==> src/rtl/sndp_pkg.sv <==
`timescale 1ns / 1ps

package sndp_pkg;

  localparam int COUNT_WIDTH_DEF = 32;

  // result kinds
  localparam logic [1:0] KIND_HEADER = 2'd0;
  localparam logic [1:0] KIND_SAMPLE = 2'd1;
  localparam logic [1:0] KIND_ERROR  = 2'd2;

  // error codes
  localparam logic [3:0] ERR_NONE       = 4'd0;
  localparam logic [3:0] ERR_FORMAT     = 4'd1;
  localparam logic [3:0] ERR_MULTITYPE  = 4'd2;
  localparam logic [3:0] ERR_NOTSAMPLED = 4'd3;
  localparam logic [3:0] ERR_MULTICMD   = 4'd4;
  localparam logic [3:0] ERR_CMD        = 4'd5;
  localparam logic [3:0] ERR_OFFSET     = 4'd6;
  localparam logic [3:0] ERR_BACKSEEK   = 4'd7;
  localparam logic [3:0] ERR_DATAOFFSET = 4'd8;
  localparam logic [3:0] ERR_ENCODING   = 4'd9;
  localparam logic [3:0] ERR_TRUNCATED  = 4'd10;

  // field values checked in the resource
  localparam logic [15:0] VERSION_ONE   = 16'h0001;
  localparam logic [15:0] VERSION_TWO   = 16'h0002;
  localparam logic [15:0] COUNT_ONE     = 16'h0001;
  localparam logic [15:0] TYPE_SAMPLED  = 16'h0005;
  localparam logic [15:0] CMD_SOUND     = 16'h8050;
  localparam logic [15:0] CMD_BUFFER    = 16'h8051;
  localparam logic [7:0]  ENC_STANDARD  = 8'h00;

  // header size from data offset through freq base
  localparam logic [32:0] HDR_BYTES = 33'd22;

  localparam int TDATA_OUT_WIDTH = 184;

  typedef struct packed {
    logic [1:0]  kind;
    logic [3:0]  err;
    logic [7:0]  sample;
    logic        last;
    logic [31:0] count;
    logic [31:0] rate;
    logic [31:0] loop_begin;
    logic [31:0] loop_finish;
    logic [31:0] option;
    logic [1:0]  version;
    logic [7:0]  freq;
  } sndp_result_t;

endpackage

==> src/rtl/sndp_parser.sv <==
`timescale 1ns / 1ps

module sndp_parser #(
  parameter int COUNT_WIDTH = sndp_pkg::COUNT_WIDTH_DEF
) (
  input  logic                    clk,
  input  logic                    rst_n,
  input  logic                    beat,
  input  logic [7:0]              byte_value,
  input  logic                    start_of_resource,
  input  logic [31:0]             resource_length,
  output logic                    res_valid,
  output sndp_pkg::sndp_result_t  res
);
  import sndp_pkg::*;

  localparam logic [2:0] PH_IDLE    = 3'd0;
  localparam logic [2:0] PH_FIXED   = 3'd1;
  localparam logic [2:0] PH_SKIP    = 3'd2;
  localparam logic [2:0] PH_HDR     = 3'd3;
  localparam logic [2:0] PH_SAMPLES = 3'd4;
  localparam logic [2:0] PH_DONE    = 3'd5;

  localparam logic [32:0] CMASK = (33'd1 << COUNT_WIDTH) - 33'd1;

  logic [2:0]             phase_r, phase_nxt;
  logic [31:0]            pos_r, pos_nxt;
  logic [31:0]            shift_r, shift_nxt;
  logic [1:0]             ver_r, ver_nxt;
  logic [31:0]            len_r, len_nxt;
  logic [31:0]            hoff_r, hoff_nxt;
  logic [32:0]            hdr_end_r, hdr_end_nxt;
  logic [31:0]            opt_r, opt_nxt;
  logic [31:0]            count_r, count_nxt;
  logic [31:0]            rate_r, rate_nxt;
  logic [31:0]            lb_r, lb_nxt;
  logic [31:0]            lf_r, lf_nxt;
  logic [COUNT_WIDTH-1:0] left_r, left_nxt;

  logic [2:0]  cur_phase;
  logic [31:0] cur_pos;
  logic [31:0] shift_in;
  logic [31:0] cbase;
  logic [33:0] need;

  always_comb begin
    cur_phase = start_of_resource ? PH_FIXED : phase_r;
    cur_pos   = start_of_resource ? 32'd0 : pos_r;
    shift_in  = {(start_of_resource ? 24'd0 : shift_r[23:0]), byte_value};
    cbase     = (ver_r == 2'd1) ? 32'd10 : 32'd4;
    need      = 34'(hdr_end_r) + 34'(count_r);

    phase_nxt   = cur_phase;
    pos_nxt     = cur_pos;
    shift_nxt   = start_of_resource ? 32'd0 : shift_r;
    ver_nxt     = start_of_resource ? 2'd0 : ver_r;
    len_nxt     = start_of_resource ? resource_length : len_r;
    hoff_nxt    = hoff_r;
    hdr_end_nxt = hdr_end_r;
    opt_nxt     = start_of_resource ? 32'd0 : opt_r;
    count_nxt   = count_r;
    rate_nxt    = rate_r;
    lb_nxt      = lb_r;
    lf_nxt      = lf_r;
    left_nxt    = left_r;
    res_valid   = 1'b0;
    res         = '0;

    case (cur_phase)
      PH_FIXED: begin
        shift_nxt = shift_in;
        pos_nxt   = cur_pos + 32'd1;
        if (cur_pos == 32'd1) begin
          if (shift_in[15:0] == VERSION_ONE) begin
            ver_nxt = 2'd1;
          end else if (shift_in[15:0] == VERSION_TWO) begin
            ver_nxt = 2'd2;
          end else begin
            res_valid = 1'b1;
            res.kind  = KIND_ERROR;
            res.err   = ERR_FORMAT;
            phase_nxt = PH_DONE;
          end
        end else if (cur_pos >= 32'd2) begin
          if (ver_r == 2'd1 && cur_pos == 32'd3 && shift_in[15:0] != COUNT_ONE) begin
            res_valid = 1'b1;
            res.kind  = KIND_ERROR;
            res.err   = ERR_MULTITYPE;
            phase_nxt = PH_DONE;
          end else if (ver_r == 2'd1 && cur_pos == 32'd5 &&
                       shift_in[15:0] != TYPE_SAMPLED) begin
            res_valid = 1'b1;
            res.kind  = KIND_ERROR;
            res.err   = ERR_NOTSAMPLED;
            phase_nxt = PH_DONE;
          end else if (ver_r == 2'd1 && cur_pos == 32'd9) begin
            opt_nxt = shift_in;
          end else if (cur_pos == cbase + 32'd1 && shift_in[15:0] != COUNT_ONE) begin
            res_valid = 1'b1;
            res.kind  = KIND_ERROR;
            res.err   = ERR_MULTICMD;
            phase_nxt = PH_DONE;
          end else if (cur_pos == cbase + 32'd3 && shift_in[15:0] != CMD_SOUND &&
                       shift_in[15:0] != CMD_BUFFER) begin
            res_valid = 1'b1;
            res.kind  = KIND_ERROR;
            res.err   = ERR_CMD;
            phase_nxt = PH_DONE;
          end else if (cur_pos == cbase + 32'd9) begin
            hoff_nxt    = shift_in;
            hdr_end_nxt = {1'b0, shift_in} + HDR_BYTES;
            if (shift_in > len_nxt) begin
              res_valid = 1'b1;
              res.kind  = KIND_ERROR;
              res.err   = ERR_OFFSET;
              phase_nxt = PH_DONE;
            end else if (shift_in < cbase + 32'd10) begin
              res_valid = 1'b1;
              res.kind  = KIND_ERROR;
              res.err   = ERR_BACKSEEK;
              phase_nxt = PH_DONE;
            end else begin
              shift_nxt = 32'd0;
              if (shift_in == cbase + 32'd10) begin
                pos_nxt   = 32'd0;
                phase_nxt = PH_HDR;
              end else begin
                phase_nxt = PH_SKIP;
              end
            end
          end
        end
      end

      PH_SKIP: begin
        pos_nxt = cur_pos + 32'd1;
        if (pos_nxt == hoff_r) begin
          pos_nxt   = 32'd0;
          shift_nxt = 32'd0;
          phase_nxt = PH_HDR;
        end
      end

      PH_HDR: begin
        shift_nxt = shift_in;
        pos_nxt   = cur_pos + 32'd1;
        if (cur_pos == 32'd3 && shift_in != 32'd0) begin
          res_valid = 1'b1;
          res.kind  = KIND_ERROR;
          res.err   = ERR_DATAOFFSET;
          phase_nxt = PH_DONE;
        end else if (cur_pos == 32'd7) begin
          count_nxt = shift_in;
        end else if (cur_pos == 32'd11) begin
          rate_nxt = shift_in;
        end else if (cur_pos == 32'd15) begin
          lb_nxt = shift_in;
        end else if (cur_pos == 32'd19) begin
          lf_nxt = shift_in;
        end else if (cur_pos == 32'd20 && byte_value != ENC_STANDARD) begin
          res_valid = 1'b1;
          res.kind  = KIND_ERROR;
          res.err   = ERR_ENCODING;
          phase_nxt = PH_DONE;
        end else if (cur_pos == 32'd21) begin
          res_valid = 1'b1;
          if (need > 34'(len_r) || {1'b0, count_r} > CMASK) begin
            res.kind  = KIND_ERROR;
            res.err   = ERR_TRUNCATED;
            phase_nxt = PH_DONE;
          end else begin
            res.kind        = KIND_HEADER;
            res.count       = count_r;
            res.rate        = rate_r;
            res.loop_begin  = lb_r;
            res.loop_finish = lf_r;
            res.option      = opt_r;
            res.version     = ver_r;
            res.freq        = byte_value;
            left_nxt        = count_r[COUNT_WIDTH-1:0];
            phase_nxt       = (count_r != 32'd0) ? PH_SAMPLES : PH_DONE;
          end
        end
      end

      PH_SAMPLES: begin
        res_valid  = 1'b1;
        res.kind   = KIND_SAMPLE;
        res.sample = byte_value;
        left_nxt   = left_r - COUNT_WIDTH'(1);
        if (left_r == COUNT_WIDTH'(1)) begin
          res.last  = 1'b1;
          phase_nxt = PH_DONE;
        end
      end

      default: begin
      end
    endcase
  end

  always_ff @(posedge clk) begin
    if (!rst_n) begin
      phase_r <= PH_IDLE;
    end else if (beat) begin
      phase_r <= phase_nxt;
    end
  end

  always_ff @(posedge clk) begin
    if (beat) begin
      pos_r     <= pos_nxt;
      shift_r   <= shift_nxt;
      ver_r     <= ver_nxt;
      len_r     <= len_nxt;
      hoff_r    <= hoff_nxt;
      hdr_end_r <= hdr_end_nxt;
      opt_r     <= opt_nxt;
      count_r   <= count_nxt;
      rate_r    <= rate_nxt;
      lb_r      <= lb_nxt;
      lf_r      <= lf_nxt;
      left_r    <= left_nxt;
    end
  end

endmodule

==> src/rtl/sndp_out_reg.sv <==
`timescale 1ns / 1ps

module sndp_out_reg (
  input  logic                   clk,
  input  logic                   rst_n,
  input  logic                   beat,
  input  logic                   res_valid,
  input  sndp_pkg::sndp_result_t res,
  input  logic                   out_ready,
  output logic                   in_ready,
  output logic                   out_valid,
  output sndp_pkg::sndp_result_t out_res
);
  import sndp_pkg::*;

  logic         valid_r, valid_nxt;
  sndp_result_t res_r;

  // a new beat may enter when the register is empty or the held result leaves this cycle
  assign in_ready = !valid_r || out_ready;

  always_comb begin
    valid_nxt = valid_r;
    if (beat) begin
      valid_nxt = res_valid;
    end else if (out_ready) begin
      valid_nxt = 1'b0;
    end
  end

  always_ff @(posedge clk) begin
    if (!rst_n) begin
      valid_r <= 1'b0;
    end else begin
      valid_r <= valid_nxt;
    end
  end

  always_ff @(posedge clk) begin
    if (beat && res_valid) begin
      res_r <= res;
    end
  end

  assign out_valid = valid_r;
  assign out_res   = res_r;

endmodule

==> src/rtl/sound_resource_header_parser.sv <==
// Sound resource header parser. Bytes of one resource enter big-endian, one per beat, with
// in_tuser high on the first byte and the resource length in in_tdata beside it. The block
// checks the version, type and command sections, skips to the sampled-sound header, checks
// it and then returns one header result followed by the sample bytes, the final one with
// out_tlast set; any check that fails returns one error result and the rest of the resource
// is dropped. For each input byte the parser updates its state and forms at most one result
// in the same cycle, and a single output register holds that result, so a byte is accepted
// on every cycle in which the output register is empty or being drained. Results appear in
// the cycle after the byte that caused them.
`timescale 1ns / 1ps

module sound_resource_header_parser #(
  parameter int COUNT_WIDTH = sndp_pkg::COUNT_WIDTH_DEF
) (
  input  logic         clk,
  input  logic         rst_n,
  input  logic         in_tvalid,
  output logic         in_tready,
  input  logic [39:0]  in_tdata,   // byte_value[7:0], resource_length[39:8]
  input  logic         in_tuser,   // start_of_resource
  output logic         out_tvalid,
  input  logic         out_tready,
  output logic [183:0] out_tdata,  // error_code[3:0], sample_byte[11:4], sample_count[43:12],
                                   // rate_fixed[75:44], loop_begin[107:76],
                                   // loop_finish[139:108], init_option[171:140],
                                   // format_version[173:172], base_frequency[181:174]
  output logic [1:0]   out_tuser,  // result_kind
  output logic         out_tlast
);
  import sndp_pkg::*;

  logic         beat;
  logic         res_valid;
  sndp_result_t res;
  sndp_result_t out_res;

  assign beat = in_tvalid && in_tready;

  sndp_parser #(
    .COUNT_WIDTH(COUNT_WIDTH)
  ) u_parser (
    .clk              (clk),
    .rst_n            (rst_n),
    .beat             (beat),
    .byte_value       (in_tdata[7:0]),
    .start_of_resource(in_tuser),
    .resource_length  (in_tdata[39:8]),
    .res_valid        (res_valid),
    .res              (res)
  );

  sndp_out_reg u_out (
    .clk      (clk),
    .rst_n    (rst_n),
    .beat     (beat),
    .res_valid(res_valid),
    .res      (res),
    .out_ready(out_tready),
    .in_ready (in_tready),
    .out_valid(out_tvalid),
    .out_res  (out_res)
  );

  assign out_tdata = {2'b00, out_res.freq, out_res.version, out_res.option,
                      out_res.loop_finish, out_res.loop_begin, out_res.rate,
                      out_res.count, out_res.sample, out_res.err};
  assign out_tuser = out_res.kind;
  assign out_tlast = out_res.last;

endmodule

==> config.mk <==
export PLATFORM = sky130hd
export DESIGN_NAME = sound_resource_header_parser
export DESIGN_NICKNAME = d
export VERILOG_FILES = /design/src/rtl/sndp_pkg.sv /design/src/rtl/sndp_parser.sv /design/src/rtl/sndp_out_reg.sv /design/src/rtl/sound_resource_header_parser.sv
export SDC_FILE = /design/constraint.sdc
export NUM_CORES = 1
export LEC_CHECK = 0
export ABC_AREA = 1
export ABC_CLOCK_PERIOD_IN_PS = 17500
export CAP_MARGIN = 20
export CORE_ASPECT_RATIO = 0.6
export CORE_MARGIN = 10
export CORE_UTILIZATION = 60
export CTS_CLUSTER_SIZE = 40
export DETAILED_ROUTE_END_ITERATION = 10
export DONT_BUFFER_PORTS = 1
export GPL_TIMING_DRIVEN = 1
export PLACE_DENSITY = 0.82
export SKIP_CTS_REPAIR_TIMING = 1
export SYNTH_ARGS = -nofsm -noshare
export SYNTH_HDL_FRONTEND = slang
export SYNTH_SLANG_ARGS = --single-unit
==> constraint.sdc <==
create_clock -name clk -period 17.5 [get_ports clk]
set_input_delay 4.375 -clock clk [delete_from_list [all_inputs] [get_ports clk]]
set_output_delay 4.375 -clock clk [all_outputs]
set_load 0.02 [all_outputs]
==> summary by stage <==
STA
The final critical path time including I/O delays and setup is 9.49 ns. Setup repair after global routing left no endpoint under its margin. Timing would allow up to 105 MHz.

Headroom to the max-slew limit came out at 23.9%. The setup skew after layout is 0.0290 ns. Setup violations remaining at the end of the flow were counted as 0. The slew at the pin with the worst max-slew slack is 1.14 ns. The final setup TNS is 0 ns.

The count of final max-slew check failures is 0. The final clock period utilization by the worst path is 54.2%. The final-report hold violation count is 0.

Floorplan
The die extent in x is ~300 microns. For this configuration, the core starts out at a cell density of 60.9%. The floorplan step defined a die boundary enclosing 54,900 sq um. approximately 230 I/O pins were placed. The floorplan has 60 rows. The die is 186 microns tall. In this run the standard cell core region covers 45,000 sq um.

Clock network
For the worst-skew pair, the clock arrives at the later sink with an insertion delay of around 0.6 ns. TritonCTS built the clock tree. CTS built an H-tree with a depth of 2.

The clock drives roughly 540 sinks. CTS placed an instance of clkbuf_16 at the clock tree root. The number of buffers inserted during clock tree synthesis is 48. The largest buffer count on any clock path is 3. After clock tree synthesis, the clock-pin slew on the worst setup and hold paths is approximately 0.070 ns.

Logic synthesis
The netlist uses between 50 and 60 different library cells. A synthesized cell averages around 10 sq um. The largest area contributor in the synthesized netlist is edfxtp_1. The most used standard cell by instance count after synthesis is edfxtp_1. After synthesis the netlist holds a flip-flop and latch count of 535.

Synthesis handed over a netlist of 2,773 instances. Among all flip-flop cells after synthesis, the most frequent one is edfxtp_1. The area fraction of the dominant cell type after synthesis is just under 60%. Ranked by instance count, the synthesized netlist is headed by 531 x edfxtp_1, 485 x nand2_1, 429 x inv_1.

The fraction of synthesis flops using an asynchronous set or reset pin is 0%. Counting flops with a built-in enable in the synthesized netlist gives 531. The share of the Yosys chip area taken by registers is 58.5%. The netlist area before placement is approximately 27,000 sq um.

In the post-synthesis netlist, the biggest area contributors are edfxtp_1 58%, nand2_1 6.6%, inv_1 5.9%. The total number of yosys warnings is 0.

Pwr
The clock network fraction of total power is 41.1%. For this design the static power due to leakage is 12.1 nW. The share of total power dissipated in sequential elements is between 50% and 60%. The internal power contribution is 0.00216 W. The power share of the combinational group is 7.0%. The net switching power is 0.000680 W.

For this design the ratio of total power to cell area is 95.8 nW/um^2. The largest voltage drop on the vdd net is 0.0751 mV. In this run switching power makes up 23.9% of total power.

Finish
The number of nets in the finished design is 2,925. The utilization after layout is 65.9%. Cells with a size suffix above 1 make up 6.61% of the layout. Compared with the post-synthesis result, the final layout area differs by 8.19%.

Setup path
The signal on the critical path passes through inv_4 -> buf_4 -> nand2_1 -> inv_1 -> ha_1 -> nand2_1 -> nor4_1 -> inv_1 -> nand3_1 -> a21oi_1 -> nand2_1 -> nand2_1 -> inv_8 -> buf_4. The worst path arrival time is 9.70 ns. The worst setup path is captured at a flip-flop. The required time at the worst-slack endpoint is between 15 and 20 ns. The count of buffer and inverter cells on the critical path is 6. The critical path is of the input port to flip-flop type.

The cell at the slowest stage of the critical path is nor4_1. The kind of cell with the highest combined delay along the critical path is buffers and inverters. The worst setup path is launched from an input port. The largest incremental delay on the critical path is 0.85 ns. The cell that appears most often on the critical path is nand2_1.

The maximum fanout count along the critical path is 117.

GRT
The number of global-route vias before repair is 19,500. The total track usage is 30.5%. The pin count of the biggest net entering global routing is 118. The total overflow left after global routing is 0.

The first global-routing pass estimated 125 mm of wire. The number of antenna violations at the first check in global routing was 5.

Run status
The run finished with clean final reports.

Detailed routing
The number of detailed-routing iterations run before antenna repair is 6. In the routed layout, each cell is associated on average with a via count of ~6. The final routed wire length divided by cell count is 24.9 microns.

Once detail routing completed, the nets flagged for antenna violations numbered 0. After detailed routing, the number of remaining DRC violations is 0. Summed over all layers, the routed wires come to approximately 85 mm.

The detailed router finished its first iteration with about 3,100 violations. The routed via count is 20,800.

Flow run
The count of maximum capacitance violations is 0.

Hold path
The type of the tightest min-delay check is flip-flop to flip-flop.

Placed design
The number of buffers added on ports is 0. At the end of routability-driven placement, the weighted congestion stood at just over 1. Detailed placement finished with a half-perimeter wire length of 61.7 mm.
==> power groups by stage <==
stage | Clock [W] | Sequential (W) | Combinational [W]
after floorplan | 0 | 0.00149 | 0.000136
after global placement | 0 | 0.00150 | 0.000185
after detailed placement | 0 | 0.00150 | 0.000191
after CTS | 0.00118 | 0.00147 | 0.000192
after global routing | 0.00122 | 0.00148 | 0.000216
final | 0.00117 | 0.00147 | 0.000198
==> cell families (layout without fill, tap and decap cells) <==
logic type      Yosys count  after routing  share of synthesized area [%]
simple gates           1230           1230                           19.6
flops                   535            535                           58.5
buf+inv                 504            542                           7.66
compound gates          300            300                           6.03
fa+ha+maj               107            107                           4.91
xor+xnor                 95             95                           3.19
other cells               1              9                         0.0137
mux                       1              1                         0.0411
==> state kept, by name, summed over array words and instances (netlist names), 24 cells and up <==
| register | count |
|---|---|
| u_out.out_res | 185 |
| u_parser.hdr_end_r | 33 |
| u_parser.count_r | 32 |
| u_parser.lb_r | 32 |
| u_parser.left_r | 32 |
| u_parser.len_r | 32 |
| u_parser.lf_r | 32 |
| u_parser.opt_r | 32 |
| u_parser.pos_r | 32 |
| u_parser.rate_r | 32 |
| u_parser.hoff_r | 31 |
| u_parser.shift_r | 24 |
==> through the flow <==
| step | instance area, sq um | worst slack, ns | hold WS (ns) | power, W | std cells |
|---|---|---|---|---|---|
| 2_1_floorplan | 27400 | 5.81 | 0.459 | 0.00163 | 2774 |
| 3_3_place_gp | 27900 | 7.58 | 0.475 | 0.00169 | 3310 |
| 3_5_place_dp | 27900 | 7.33 | 0.483 | 0.00169 | 3310 |
| 4_1_cts | 29600 | 7.92 | 0.494 | 0.00284 | 3399 |
| 5_1_grt | 29600 | 7.64 | 0.518 | 0.00291 | 3401 |
| 6_report | 29600 | 8.01 | 0.496 | 0.00284 | 3408 |
==> layer usage <==
metal | share of wire (%) | track usage, % | wire length (microns)
met4 | 2.7 | 7.49 | 2280
met2 | 40 | 42.0 | 33600
met3 | 15 | 10.3 | 12800
met1 | 42 | 45.3 | 36000
met5 | 0.14 | 1.31 | 116
==> final timing paths <==
kind / start / cells past startpoint / slack [ns] / to
setup / recovery: in_tuser / 14 / 8.01 / u_out.out_res[96]
hold / removal: u_parser.phase_r[0] / 2 / 0.50 / u_parser.phase_r[0]
setup reg to reg: u_parser.hdr_end_r[0] / 26 / 10.01 / u_out.out_res[118]
hold reg to reg: u_parser.phase_r[0] / 2 / 0.50 / u_parser.phase_r[0]
==> cells in the final DEF, fill, tap and decap left out, types with 5 or more instances in the layout <==
| cell type | Yosys | routed |
|---|---|---|
| o21ai_0 | 126 | 126 |
| nand3_1 | 102 | 102 |
| clkinv_2 | 0 | 7 |
| o21ai_1 | 5 | 5 |
| buf_4 | 6 | 17 |
| bufinv_16 | 0 | 10 |
| o21bai_1 | 6 | 6 |
| o22ai_1 | 24 | 24 |
| clkinv_1 | 1 | 8 |
| nand4_1 | 66 | 66 |
| ha_1 | 106 | 106 |
| nand3b_1 | 27 | 27 |
| a21boi_0 | 6 | 6 |
| nor3_2 | 4 | 6 |
| edfxtp_1 | 531 | 531 |
| nand2_1 | 485 | 485 |
| nor4_1 | 18 | 18 |
| or2_2 | 32 | 32 |
| diode_2 | 0 | 7 |
| nor3_1 | 54 | 52 |
| nor2_2 | 10 | 14 |
| nor2_4 | 2 | 5 |
| a31oi_1 | 14 | 14 |
| nand2_2 | 12 | 12 |
| clkbuf_16 | 0 | 49 |
| a21o_1 | 7 | 7 |
| xnor2_1 | 31 | 31 |
| nor2_1 | 404 | 397 |
| o31ai_1 | 7 | 6 |
| a21oi_1 | 92 | 92 |
| inv_1 | 429 | 427 |
| xor2_1 | 61 | 61 |
==> worst register-to-register path: cells and delay by family (launching register included) <==
family / cells / cell delay, ns
compound gates: 8 / 2.65
xor+xnor: 1 / 0.22
fa+ha+maj: 3 / 0.93
buf+inv: 1 / 0.72
flops: 1 / 0.47
simple gates: 13 / 2.32
==> area by class of cell <==
class	count	area, sq um
Clock inverter	36	473
Timing Repair Buffer	19	153
Sequential cell	535	16000
Inverter	434	1640
Fill cell	3486	15300
Antenna cell	7	17.5
Tap cell	589	737
Multi-Input combinational cell	1735	9350
Clock buffer	53	1240
No activity file was read; power rests on OpenSTA's default activity.
